## src/hw/rtl/otce_pkg.sv

```systemverilog
// ----------------------------------------------------------------------------
// otce_pkg
// shared types, character codes and ascii helpers for the trouble code extractor
// ----------------------------------------------------------------------------
package otce_pkg;

  // result kinds
  localparam logic KIND_CODE  = 1'b0;
  localparam logic KIND_COUNT = 1'b1;

  // characters of interest
  localparam logic [7:0] CH_NUL   = 8'h00;
  localparam logic [7:0] CH_TAB   = 8'h09;
  localparam logic [7:0] CH_LF    = 8'h0A;
  localparam logic [7:0] CH_CR    = 8'h0D;
  localparam logic [7:0] CH_SPACE = 8'h20;
  localparam logic [7:0] CH_COLON = 8'h3A;
  localparam logic [7:0] CH_ZERO  = 8'h30;
  localparam logic [7:0] CH_NINE  = 8'h39;
  localparam logic [7:0] CH_UA    = 8'h41;
  localparam logic [7:0] CH_UF    = 8'h46;
  localparam logic [7:0] CH_LA    = 8'h61;
  localparam logic [7:0] CH_LF_HEX = 8'h66;

  // response header bytes
  localparam logic [7:0] HDR_STORED  = 8'h43;
  localparam logic [7:0] HDR_PENDING = 8'h47;
  localparam logic [7:0] HDR_PERM    = 8'h4A;

  localparam logic [5:0] MAX_CODES_RST = 6'd32;

  // result queue
  localparam int FIFO_DEPTH = 4;
  localparam int FIFO_AW    = 2;
  localparam int FIFO_CW    = 3;

  typedef struct packed {
    logic        kind;
    logic [15:0] raw;
    logic [5:0]  found;
  } otce_result_t;

  typedef struct packed {
    logic [1:0]   n;
    otce_result_t a;
    otce_result_t b;
  } otce_push_t;

  typedef struct packed {
    logic [FIFO_CW-1:0] count;
  } otce_qstat_t;

  function automatic logic [7:0] hex_ascii(input logic [3:0] v);
    logic [7:0] r;
    if (v < 4'd10) begin
      r = CH_ZERO + {4'd0, v};
    end else begin
      r = CH_UA + {4'd0, v} - 8'd10;
    end
    return r;
  endfunction

  function automatic logic [7:0] sys_letter(input logic [1:0] s);
    logic [7:0] r;
    unique case (s)
      2'd0: r = 8'h50;
      2'd1: r = 8'h43;
      2'd2: r = 8'h42;
      2'd3: r = 8'h55;
      default: r = 8'h50;
    endcase
    return r;
  endfunction

endpackage

```

## src/hw/rtl/obd_trouble_code_extractor.sv

```systemverilog
// ----------------------------------------------------------------------------
// obd_trouble_code_extractor
// parses adapter response text into diagnostic trouble codes and a count
// ----------------------------------------------------------------------------
//  channel | dir | handshake          | content
//  --------+-----+--------------------+------------------------------------------
//  in_     | in  | in_tvalid/tready   | tdata text_char, tlast end_of_response
//  out_    | out | out_tvalid/tready  | tdata code fields + count, tuser kind,
//          |     |                    | tlast last_of_run
//  cfg_    | in  | cfg_we             | cfg_wdata max_codes
//
// one character per cycle: the parser state updates in the accept cycle and
// its results land in a four-entry result queue, drained one per cycle while
// out_tready is high; a result shows on out_ once the results ahead of it
// have left the queue; in_tready drops while fewer than two queue entries are
// free, since one character can produce a code and a count result
// synchronous active-low reset clears parser state and queue, max_codes -> 32
// ----------------------------------------------------------------------------
module obd_trouble_code_extractor #(
  parameter int MAX_BYTES = 64
) (
  input  logic        clk,
  input  logic        rst_n,
  // input transaction
  input  logic        in_tvalid,
  output logic        in_tready,
  input  logic [7:0]  in_tdata,    // [7:0] text_char
  input  logic        in_tlast,    // end_of_response
  // result transaction
  output logic        out_tvalid,
  input  logic        out_tready,
  output logic [63:0] out_tdata,   // [15:0] code_raw, [23:16] system_letter,
                                   // [31:24] group_digit, [39:32] hex_char_high,
                                   // [47:40] hex_char_mid, [55:48] hex_char_low,
                                   // [61:56] codes_found, [63:62] zero
  output logic        out_tuser,   // result_kind
  output logic        out_tlast,   // last_of_run
  // configuration
  input  logic        cfg_we,
  input  logic [5:0]  cfg_wdata    // max_codes
);

  otce_pkg::otce_push_t   push;
  otce_pkg::otce_result_t head;
  otce_pkg::otce_qstat_t  qstat;
  logic                   in_acc;

  // room for the worst case of two results
  assign in_tready = (qstat.count <= otce_pkg::FIFO_CW'(otce_pkg::FIFO_DEPTH - 2));
  assign in_acc    = in_tvalid && in_tready;

  // character parser and byte/code assembly
  otce_scan #(
    .MAX_BYTES (MAX_BYTES)
  ) u_scan (
    .clk       (clk),
    .rst_n     (rst_n),
    .cfg_we    (cfg_we),
    .cfg_wdata (cfg_wdata),
    .acc       (in_acc),
    .text_char (in_tdata),
    .end_flag  (in_tlast),
    .push      (push)
  );

  // result queue decouples the output stall from the parser
  otce_fifo u_fifo (
    .clk      (clk),
    .rst_n    (rst_n),
    .wr_en    (in_acc),
    .wr       (push),
    .rd_en    (out_tready),
    .rd_data  (head),
    .rd_valid (out_tvalid),
    .stat     (qstat)
  );

  // ascii formatting of the queue head
  otce_fmt u_fmt (
    .res   (head),
    .tdata (out_tdata),
    .kind  (out_tuser),
    .last  (out_tlast)
  );

`ifndef SYNTH
  a_queue_bound: assert property (@(posedge clk) disable iff (!rst_n)
    qstat.count <= otce_pkg::FIFO_CW'(otce_pkg::FIFO_DEPTH))
    else $error("result queue overflow");

  a_end_gives_result: assert property (@(posedge clk) disable iff (!rst_n)
    (in_tvalid && in_tready && in_tlast) |=> out_tvalid)
    else $error("end of response without pending result");

  a_last_is_count: assert property (@(posedge clk) disable iff (!rst_n)
    (out_tvalid && out_tlast) |-> (out_tuser == otce_pkg::KIND_COUNT &&
                                   out_tdata[15:0] == 16'd0))
    else $error("last result is not a clean count result");
`endif

endmodule

```

## src/hw/rtl/otce_scan.sv

```systemverilog
// ----------------------------------------------------------------------------
// otce_scan
// per-character parser state, byte assembly and trouble code pairing
// ----------------------------------------------------------------------------
module otce_scan #(
  parameter int MAX_BYTES = 64
) (
  input  logic                clk,
  input  logic                rst_n,
  input  logic                cfg_we,
  input  logic [5:0]          cfg_wdata,
  input  logic                acc,
  input  logic [7:0]          text_char,
  input  logic                end_flag,
  output otce_pkg::otce_push_t push
);

  localparam int BCW = $clog2(MAX_BYTES + 1);

  typedef struct packed {
    logic [3:0]     hi_nib;
    logic           hi_v;
    logic [3:0]     held;
    logic           held_v;
    logic [BCW-1:0] bytes;
    logic           hdr;
    logic [7:0]     first;
    logic           first_v;
    logic [5:0]     emitted;
    logic           stopped;
  } scan_st_t;

  scan_st_t   st_r, st_nxt;
  logic [5:0] max_codes_r;

  // one hex digit into the byte assembler
  function automatic scan_st_t take_nib(input scan_st_t s, input logic [3:0] v,
                                        input logic [5:0] maxc, output logic emit,
                                        output logic [15:0] raw);
    scan_st_t   n;
    logic [7:0] b;
    n    = s;
    emit = 1'b0;
    raw  = 16'd0;
    b    = {s.hi_nib, v};
    if (s.bytes < BCW'(MAX_BYTES)) begin
      if (!s.hi_v) begin
        n.hi_nib = v;
        n.hi_v   = 1'b1;
      end else begin
        n.hi_v  = 1'b0;
        n.bytes = s.bytes + BCW'(1);
        if (!s.hdr) begin
          if ((b == otce_pkg::HDR_STORED || b == otce_pkg::HDR_PENDING ||
               b == otce_pkg::HDR_PERM) && s.emitted < maxc) begin
            n.hdr = 1'b1;
          end
        end else if (!s.first_v) begin
          n.first   = b;
          n.first_v = 1'b1;
        end else begin
          n.first_v = 1'b0;
          if ({s.first, b} != 16'd0 && s.emitted < maxc) begin
            emit      = 1'b1;
            raw       = {s.first, b};
            n.emitted = s.emitted + 6'd1;
          end
        end
      end
    end
    return n;
  endfunction

  always_comb begin
    scan_st_t    s;
    logic        e1, e2, e3;
    logic [15:0] r1, r2, r3;
    logic        skip;
    logic        code_v;
    otce_pkg::otce_result_t code_res, cnt_res;
    s    = st_r;
    e1   = 1'b0;
    e2   = 1'b0;
    e3   = 1'b0;
    r1   = 16'd0;
    r2   = 16'd0;
    r3   = 16'd0;
    skip = 1'b0;
    if (!s.stopped) begin
      if (text_char == otce_pkg::CH_NUL) begin
        if (s.held_v) begin
          s.held_v = 1'b0;
          s = take_nib(s, s.held, max_codes_r, e1, r1);
        end
        s.stopped = 1'b1;
      end else begin
        if (s.held_v) begin
          s.held_v = 1'b0;
          if (text_char == otce_pkg::CH_COLON) begin
            // line number: drop digit and half-built byte
            s.hi_v = 1'b0;
            skip   = 1'b1;
          end else begin
            s = take_nib(s, s.held, max_codes_r, e1, r1);
          end
        end
        if (!skip && s.bytes < BCW'(MAX_BYTES)) begin
          priority if (text_char == otce_pkg::CH_SPACE || text_char == otce_pkg::CH_TAB ||
                       text_char == otce_pkg::CH_COLON) begin
            s.hi_v = s.hi_v;
          end else if (text_char == otce_pkg::CH_CR || text_char == otce_pkg::CH_LF) begin
            s.hi_v = 1'b0;
          end else if (text_char >= otce_pkg::CH_ZERO && text_char <= otce_pkg::CH_NINE) begin
            s.held   = text_char[3:0];
            s.held_v = 1'b1;
          end else if ((text_char >= otce_pkg::CH_UA && text_char <= otce_pkg::CH_UF) ||
                       (text_char >= otce_pkg::CH_LA &&
                        text_char <= otce_pkg::CH_LF_HEX)) begin
            s = take_nib(s, text_char[3:0] + 4'd9, max_codes_r, e2, r2);
          end else begin
            s.hi_v = s.hi_v;
          end
        end
      end
    end
    if (end_flag && s.held_v) begin
      s.held_v = 1'b0;
      s = take_nib(s, s.held, max_codes_r, e3, r3);
    end
    // at most one byte completes per character, so at most one code
    code_v         = e1 | e2 | e3;
    code_res.kind  = otce_pkg::KIND_CODE;
    code_res.raw   = r1 | r2 | r3;
    code_res.found = 6'd0;
    cnt_res.kind   = otce_pkg::KIND_COUNT;
    cnt_res.raw    = 16'd0;
    cnt_res.found  = s.emitted;
    push.n = {1'b0, code_v} + {1'b0, end_flag};
    push.a = code_v ? code_res : cnt_res;
    push.b = cnt_res;
    if (end_flag) begin
      s = '0;
    end
    st_nxt = s;
  end

  always_ff @(posedge clk) begin
    if (!rst_n) begin
      st_r        <= '0;
      max_codes_r <= otce_pkg::MAX_CODES_RST;
    end else begin
      if (acc) begin
        st_r <= st_nxt;
      end
      if (cfg_we) begin
        max_codes_r <= cfg_wdata;
      end
    end
  end

endmodule

```

## src/hw/rtl/otce_fifo.sv

```systemverilog
// ----------------------------------------------------------------------------
// otce_fifo
// small result queue, up to two writes and one read per cycle
// ----------------------------------------------------------------------------
module otce_fifo (
  input  logic                     clk,
  input  logic                     rst_n,
  input  logic                     wr_en,
  input  otce_pkg::otce_push_t     wr,
  input  logic                     rd_en,
  output otce_pkg::otce_result_t   rd_data,
  output logic                     rd_valid,
  output otce_pkg::otce_qstat_t    stat
);

  otce_pkg::otce_result_t mem [otce_pkg::FIFO_DEPTH];
  logic [otce_pkg::FIFO_AW-1:0] wp_r, rp_r;
  logic [otce_pkg::FIFO_CW-1:0] cnt_r, cnt_nxt;
  logic [1:0] n_wr;

  assign n_wr     = wr_en ? wr.n : 2'd0;
  assign rd_valid = (cnt_r != '0);
  assign rd_data  = mem[rp_r];
  assign cnt_nxt  = cnt_r + otce_pkg::FIFO_CW'(n_wr)
                    - otce_pkg::FIFO_CW'(rd_en && rd_valid);
  assign stat.count = cnt_r;

  always_ff @(posedge clk) begin
    if (n_wr != 2'd0) begin
      mem[wp_r] <= wr.a;
    end
    if (n_wr == 2'd2) begin
      mem[wp_r + otce_pkg::FIFO_AW'(1)] <= wr.b;
    end
  end

  always_ff @(posedge clk) begin
    if (!rst_n) begin
      wp_r  <= '0;
      rp_r  <= '0;
      cnt_r <= '0;
    end else begin
      wp_r  <= wp_r + otce_pkg::FIFO_AW'(n_wr);
      if (rd_en && rd_valid) begin
        rp_r <= rp_r + otce_pkg::FIFO_AW'(1);
      end
      cnt_r <= cnt_nxt;
    end
  end

endmodule

```

## src/hw/rtl/otce_fmt.sv

```systemverilog
// ----------------------------------------------------------------------------
// otce_fmt
// turns a queued result into raw code, ascii code characters and count
// ----------------------------------------------------------------------------
module otce_fmt (
  input  otce_pkg::otce_result_t res,
  output logic [63:0]            tdata,
  output logic                   kind,
  output logic                   last
);

  logic [7:0] sys_c, grp_c, hh_c, hm_c, hl_c;

  always_comb begin
    if (res.kind == otce_pkg::KIND_CODE) begin
      sys_c = otce_pkg::sys_letter(res.raw[15:14]);
      grp_c = otce_pkg::CH_ZERO + {6'd0, res.raw[13:12]};
      hh_c  = otce_pkg::hex_ascii(res.raw[11:8]);
      hm_c  = otce_pkg::hex_ascii(res.raw[7:4]);
      hl_c  = otce_pkg::hex_ascii(res.raw[3:0]);
    end else begin
      sys_c = 8'd0;
      grp_c = 8'd0;
      hh_c  = 8'd0;
      hm_c  = 8'd0;
      hl_c  = 8'd0;
    end
  end

  assign tdata = {2'b00, res.found, hl_c, hm_c, hh_c, grp_c, sys_c, res.raw};
  assign kind  = res.kind;
  assign last  = (res.kind == otce_pkg::KIND_COUNT);

endmodule

```

## config.mk

```make
export PLATFORM = sky130hd
export DESIGN_NAME = obd_trouble_code_extractor
export DESIGN_NICKNAME = d
export VERILOG_FILES = /design/src/hw/rtl/otce_pkg.sv /design/src/hw/rtl/obd_trouble_code_extractor.sv /design/src/hw/rtl/otce_scan.sv /design/src/hw/rtl/otce_fifo.sv /design/src/hw/rtl/otce_fmt.sv
export SDC_FILE = /design/constraint.sdc
export NUM_CORES = 1
export LEC_CHECK = 0
export BUFFER_PORTS_ARGS = -buffer_cell sky130_fd_sc_hd__buf_2
export CAP_MARGIN = 20
export CORE_ASPECT_RATIO = 0.75
export CORE_MARGIN = 3
export CORE_UTILIZATION = 55
export CTS_BUF_LIST = sky130_fd_sc_hd__clkbuf_8
export DETAILED_ROUTE_END_ITERATION = 7
export HOLD_SLACK_MARGIN = 0.06
export PLACE_DENSITY_LB_ADDON = 0.1
export SLEW_MARGIN = 20
export SYNTH_ARGS = -nofsm -noshare
export SYNTH_HDL_FRONTEND = slang
export SYNTH_SLANG_ARGS = --single-unit
```

## constraint.sdc

```tcl
create_clock -name clk -period 17 [get_ports clk]
set_input_delay 1.7 -clock clk [delete_from_list [all_inputs] [get_ports clk]]
set_output_delay 1.7 -clock clk [all_outputs]
set_load 0.01 [all_outputs]
```

==> results of run 1 <==
## kinds of logic after synthesis
kind of cell | after synthesis
DFF | 141
AOI/OAI and AO/OA | 315
muxes | 47
xor gates and xnor gates | 31
adders and majority gates | 37
buffers and inverters | 128
other | 1
and+or+nand+nor | 404
## sequential cells by signal, summed over array words and instances (netlist names), named ones only
name,count
u_scan.st_r,34
u_fifo.wp_r,2
u_fifo.stat,3
u_fifo.mem,92
u_fifo.rp_r,2
u_scan.max_codes_r,6
## how the worst max path moves through the flow
stage | startpoint | to | slack [ns] | depth (start not counted)
global route | in_tdata[0] | u_fifo.mem[0][4] | 6.73 | 31
floorplan | in_tdata[0] | u_fifo.mem[1][0] | 7.75 | 34
global placement | in_tdata[0] | u_fifo.mem[0][3] | 7.24 | 31
finish | in_tdata[0] | u_fifo.mem[0][4] | 7.29 | 31
CTS | in_tdata[0] | u_fifo.mem[0][4] | 7.50 | 31
detailed placement | in_tdata[0] | u_fifo.mem[0][4] | 7.02 | 31
## Yosys cell counts, drive strengths merged, types with 8 or more instances
library cell | instances | area share
a2bb2oi | 8 | 0.0074
o211ai | 17 | 0.014
o21ai | 84 | 0.045
ha | 36 | 0.047
clkbuf | 53 | 0.021
mux2i | 17 | 0.018
buf | 35 | 0.022
nand3 | 16 | 0.0084
nand4 | 13 | 0.0085
nor2 | 62 | 0.024
and2 | 20 | 0.013
nor3 | 40 | 0.023
a21oi | 49 | 0.026
dfxtp | 117 | 0.25
a31oi | 9 | 0.0059
xor2 | 11 | 0.010
and3 | 10 | 0.0066
xnor2 | 20 | 0.018
nor2b | 39 | 0.026
inv | 39 | 0.015
a22oi | 16 | 0.013
a211oi | 15 | 0.013
a22o | 26 | 0.024
edfxtp | 24 | 0.076
mux4 | 23 | 0.054
nor4 | 18 | 0.013
nand2 | 122 | 0.048
or3 | 13 | 0.0091
or2 | 9 | 0.0059
nand2b | 9 | 0.0059
## worst max-delay path: cells and delay by family
family / cells / cell delay (ns)
AOI/OAI and AO/OA: 11 / 2.84
xor gates and xnor gates: 1 / 0.18
adders and majority gates: 4 / 1.15
buffers and inverters: 3 / 0.60
and+or+nand+nor: 12 / 3.52
## report_power, final
| part | switching, mW | internal, mW | total (mW) |
|---|---|---|---|
| combinational | 0.119 | 0.0776 | 0.196 |
| clock | 0.152 | 0.120 | 0.272 |
| sequential | 0.0212 | 0.352 | 0.374 |
| total | 0.291 | 0.550 | 0.842 |
## final cells by class
class                           count  area [µm²]
Fill cell                        1508        6581
Tap cell                          215       269.0
Inverter                           40       150.1
Timing Repair Buffer               89       480.5
Multi-Input combinational cell    846        5949
Clock buffer                       17       234.0
Sequential cell                   141        3064
Clock inverter                     15       148.9
## per-layer routing
metal / wire length (µm) / track usage / part of all wire / vias up
li1: - / - / - / 4149
met5: 0 / 0 / 0 / -
met1: 13350 / 0.4782 / 0.46 / 4290
met3: 3593 / 0.08760 / 0.12 / 40
met2: 11770 / 0.4080 / 0.40 / 514
met4: 411 / 0.06663 / 0.014 / 0
==> results.py, run 1 <==
metrics = {
    "outcome": {
        "status": "completed",
    },
    "floorplan": {
        "core_um2": 16880,
        "initial_core_util": 0.5643,
        "die_y_um": 120.0,
        "rows": 41,
        "die_area_um2": 18950,
        "io_pins": 88,
        "die-width_um": 158.0,
    },
    "timing": {
        "tightest_slew_ns": 1.008,
        "fin_tns_setup_ns": 0,
        "final_max_slew_viol_count": 0,
        "finalHoldViolCount": 0,
        "slew_headroom": 0.3174,
        "min_period_ns": 9.707,
        "fin_skew_ns": 0.01915,
        "whs_ns": 0.4545,
        "finalCritPeriodShare": 0.5710,
        "setup_viol": 0,
        "rsz0062_at_grt": "no",
        "setup_ws_ns": 7.293,
        "max_freq_mhz": 103.0,
    },
    "setup_path": {
        "reg2reg_depth": 28,
        "cp_max_fo": 17,
        "critical_path_class": "input pin to flop",
        "slowest_delay_ns": 0.84,
        "cp-start-kind": "input pin",
        "crit_required_ns": 17.30,
        "reg2reg_slack_ns": 8.07,
        "cp-end-kind": "flop",
        "r2r-end": "u_fifo.mem[0][4]",
        "worstPathArrival_ns": 10.01,
        "cp_slowest_cell": "nor3_1",
        "timing.rr.start": "u_scan.st_r[28]",
    },
    "routing": {
        "wl_per_cell_um": 21.37,
        "wl_mm": 29.12,
        "drc": 0,
        "initialDrtViolationCount": 1065,
        "dr.pass1.iters": 7,
        "postRouteAntennaNets": 0,
        "vias": 8993,
        "vias_per_cell": 6.598,
    },
    "synthesis": {
        "yosys.area_share.simple": 0.2236,
        "syn_inst": 1104,
        "synth_xor_area_frac": 0.02851,
        "ys_seq_elements": 141,
        "yosysWarnings": 0,
        "synth.distinct_cells": 90,
        "async_flop_share": 0,
        "synth_fa_ha_area_frac": 0.04940,
        "syn_area_um2": 9524,
        "synthMuxAreaShare": 0.08053,
        "synth_compound_area_frac": 0.2369,
        "synth-edff-count": 24,
        "ys_seq_area_frac": 0.3216,
        "synth_top_family_by_area": "compound AO/OA/AOI/OAI gates",
        "synth_ff_type": "dfxtp_1",
        "syn_area_per_cell_um2": 8.627,
    },
    "global_routing": {
        "grt_usage": 0.3041,
        "grt_max_degree": 45,
        "antenna_found_initial": 0,
        "grt_overflow_total": 0,
        "grt_pass1_wl_mm": 44.90,
        "grt_pass1_vias": 7863,
    },
    "worst_hold_path": {
        "holdCritStartpoint": "u_fifo.mem[3][6]",
        "min_to": "u_fifo.mem[3][6]",
        "holdPathStages": 2,
        "hold_path.class": "flop to flop",
    },
    "placed_design": {
        "dp_slack_ns": 7.024,
        "postPlaceCellArea_um2": 9913,
        "gp_congestion": 0.9766,
        "port_buffers": 75,
        "hpwl_mm": 20.94,
        "dp.cells": 1331,
    },
    "final_layout": {
        "layout-drive-gt1-share": 0.1646,
        "layout.cells.non_filler": 1363,
        "area_delta_synth_final_pct": 8.105,
        "n_antenna_cell": 0,
        "finalNetCount": 1192,
        "final_area_um2": 10300,
        "final_core_util": 0.6101,
        "layout_commonest_cell": "nand2_1",
        "final_cell_mix": "121 x nand2_1, 116 x dfxtp_1, 78 x o21ai_0",
    },
    "clocking": {
        "clk_latency_ns": 0.47,
        "cts_buffers": 17,
        "cts_tree": "yes",
        "clk_pin_slew_worst_paths_ns": 0.08,
        "cts-hold-fix-buffers": 0,
        "htreeDepth": 4,
        "cts-root-buf": "clkbuf_8",
        "cts_setup_buffers": 0,
        "clock-sinks": 141,
        "clock_path_buffers": 2,
        "cts_resized": 0,
    },
    "pwr": {
        "power_mw": 0.8416,
        "p_per_area_nw_per_um2": 81.74,
        "p_leak_nw": 3.777,
        "ir_drop_mv": 0.08075,
    },
    "flow_run": {
        "drv_cap": 0,
    },
}
Note: power is estimated with default switching activity, not from simulation.
==> run 2, diff against run 1 <==
- ABC_AREA: unset -> 1
- clock period: 17 -> 8.1 ns (I/O delays scaled with it)
==> results.py, run 2 <==
metrics = {
    "outcome": {
        "status": "completed",
    },
    "synthesis": {
        "synth_ff_type": "dfxtp_1",
        "synth_top_area_frac": 0.2491,
        "synthTopCellsByCount": "436 x nand2_1, 155 x inv_1, 144 x nor2_1",
        "ys_seq_elements": 141,
        "yosysMostFrequentCell": "nand2_1",
        "ys_seq_area_frac": 0.3257,
        "syn_inst": 1439,
        "async_flop_share": 0,
        "synth.distinct_cells": 51,
        "synth-edff-count": 24,
        "syn_area_per_cell_um2": 6.535,
        "synth_area_leaders": "dfxtp_1 25%, nand2_1 17%, edfxtp_1 7.7%, inv_1 6.2%, nor2_1 5.7%",
        "yosysWarnings": 0,
        "syn_area_um2": 9404,
        "yosysTopAreaCell": "dfxtp_1",
    },
    "floorplan": {
        "die_area_um2": 18720,
        "die-width_um": 157.0,
        "initial_core_util": 0.5746,
        "die_y_um": 119.2,
        "rows": 40,
        "io_pins": 88,
        "core_um2": 16370,
    },
    "setup_path": {
        "cp_slowest_cell": "nor3_4",
        "cp-end-kind": "flop",
        "cp_max_fo": 17,
        "reg2reg_slack_ns": 1.11,
        "cp_common_cell": "nand2_1",
        "slowest_delay_ns": 0.56,
        "timing.rr.start": "u_scan.max_codes_r[5]",
        "crit_start": "u_scan.max_codes_r[5]",
        "crit_required_ns": 8.46,
        "reg2reg_depth": 40,
        "critical_path_class": "flop to flop",
        "r2r-end": "u_fifo.mem[3][13]",
        "cp-start-kind": "flop",
        "worstPathArrival_ns": 7.34,
    },
    "timing": {
        "finalHoldViolCount": 0,
        "slew_headroom": 0.5122,
        "min_period_ns": 6.987,
        "fin_skew_ns": 0.01446,
        "setup_viol": 0,
        "max_freq_mhz": 143.1,
        "tightest_slew_ns": 0.7285,
        "finalCritPeriodShare": 0.8626,
        "fin_tns_setup_ns": 0,
        "final_max_slew_viol_count": 0,
        "rsz0062_at_grt": "no",
    },
    "pwr": {
        "p_leak_nw": 4.667,
        "ir_drop_mv": 0.1749,
        "p_per_area_nw_per_um2": 179.1,
    },
    "routing": {
        "drc": 0,
        "postRouteAntennaNets": 0,
        "wl_per_cell_um": 15.94,
        "dr.pass1.iters": 6,
        "initialDrtViolationCount": 1140,
        "vias_per_cell": 5.593,
        "vias": 9603,
        "wl_mm": 27.37,
    },
    "clocking": {
        "clk_latency_ns": 0.47,
        "cts_resized": 0,
        "cts_buffers": 17,
        "cts_tree": "yes",
        "htreeDepth": 4,
        "clk_pin_slew_worst_paths_ns": 0.09,
        "cts_setup_buffers": 0,
        "cts-root-buf": "clkbuf_8",
        "clock-sinks": 141,
        "cts-hold-fix-buffers": 0,
        "clock_path_buffers": 2,
    },
    "final_layout": {
        "layout_commonest_cell": "nand2_1",
        "layout.cells.non_filler": 1717,
        "reg_top3": "u_fifo.mem (92), u_scan.st_r (34), u_scan.max_codes_r (6)",
        "area_delta_synth_final_pct": 9.460,
        "largest_reg_flops": 92,
        "finalNetCount": 1551,
        "final_cell_mix": "436 x nand2_1, 155 x inv_1, 144 x nor2_1",
        "top_register": "u_fifo.mem",
        "n_antenna_cell": 0,
        "layout-drive-gt1-share": 0.1201,
    },
    "placed_design": {
        "hpwl_mm": 20.07,
        "gp_congestion": 1.022,
        "dp.cells": 1685,
        "port_buffers": 75,
    },
    "global_routing": {
        "grt_usage": 0.2948,
        "grt_overflow_total": 0,
        "grt_pass1_vias": 8455,
        "grt_max_degree": 51,
        "antenna_found_initial": 0,
        "grt_pass1_wl_mm": 44.41,
    },
    "worst_hold_path": {
        "holdPathStages": 2,
        "holdCritStartpoint": "u_fifo.mem[1][20]",
        "hold_path.class": "flop to flop",
        "min_to": "u_fifo.mem[1][20]",
    },
    "flow_run": {
        "drv_cap": 0,
    },
}
-- run 2: cell types whose count changed after synthesis, sizes merged, moves of 17 or more --
cell and delta:
and2 -20, o21ai +45, mux4 -23, nand3 +51, nor4 -17, nor2b -39
nor2 +93, nand2 +319, a21oi +47, inv +126
-- run 2: worst max-delay path by stage --
stage                             end  slack, ns
floorplan           u_fifo.mem[0][11]       1.88
global placement    u_fifo.mem[3][13]       0.93
detailed placement  u_fifo.mem[3][13]       0.75
CTS                 u_fifo.mem[1][17]       0.95
global route        u_fifo.mem[3][13]       0.23
finish              u_fifo.mem[3][13]       1.11
-- run 2: cells by family after synthesis --
kind of cell    count (synthesis)  share of synthesized area
compound gates                302                     0.1946
flops                         141                     0.3257
simple gates                  708                     0.3129
xor+xnor                       15                    0.01397
buf+inv                       234                     0.1013
other cells                     1                  0.0003988
fa+ha+maj                      37                    0.05003
mux                             1                   0.001064
-- run 2: power by group --
part	leakage [nW]	total (mW)	internal (mW)	switching [mW]
registers	1.17	0.763	0.743	0.0200
clock network	0.185	0.553	0.227	0.326
logic	3.32	0.527	0.170	0.357
-- run 2: critical path: cells and delay by family (launching register included) --
family,cells,cell delay (ns)
xor+xnor,1,0.09
flops,1,0.32
simple gates,22,3.39
buf+inv,9,0.92
fa+ha+maj,4,1.21
compound gates,4,0.91
-- run 2: per-layer routing --
| layer | part of all wire | track usage | vias up |
|---|---|---|---|
| li1 | - | - | 4787 |
| met1 | 0.48 | 0.4603 | 4360 |
| met4 | 0.012 | 0.07053 | 0 |
| met3 | 0.099 | 0.06938 | 36 |
| met5 | 0 | 0 | - |
| met2 | 0.41 | 0.4030 | 420 |
-- run 2: area by class of cell --
class	instances	area (µm²)
Tap cell	210	262.8
Sequential cell	141	3063
Timing Repair Buffer	91	495.5
Clock inverter	15	145.1
Fill cell	1561	6072
Multi-Input combinational cell	1075	5463
Inverter	168	630.6
Clock buffer	17	234.0
-- run 2: through the flow --
| stage | hold slack (ns) | power, mW | area, µm² | setup WS, ns | utilization |
|---|---|---|---|---|---|
| after CTS | 0.4560 | 1.846 | 10280 | 0.9519 | 0.6282 |
| final | 0.4562 | 1.844 | 10290 | 1.113 | 0.6290 |
| after floorplan | 0.4207 | 1.130 | 9445 | 1.876 | - |
| after detailed placement | 0.4355 | 1.301 | 9902 | 0.7531 | 0.6050 |
| after global routing | 0.4734 | 1.953 | 10290 | 0.2319 | 0.6290 |
| after global placement | 0.4308 | 1.296 | 9902 | 0.9312 | 0.6050 |
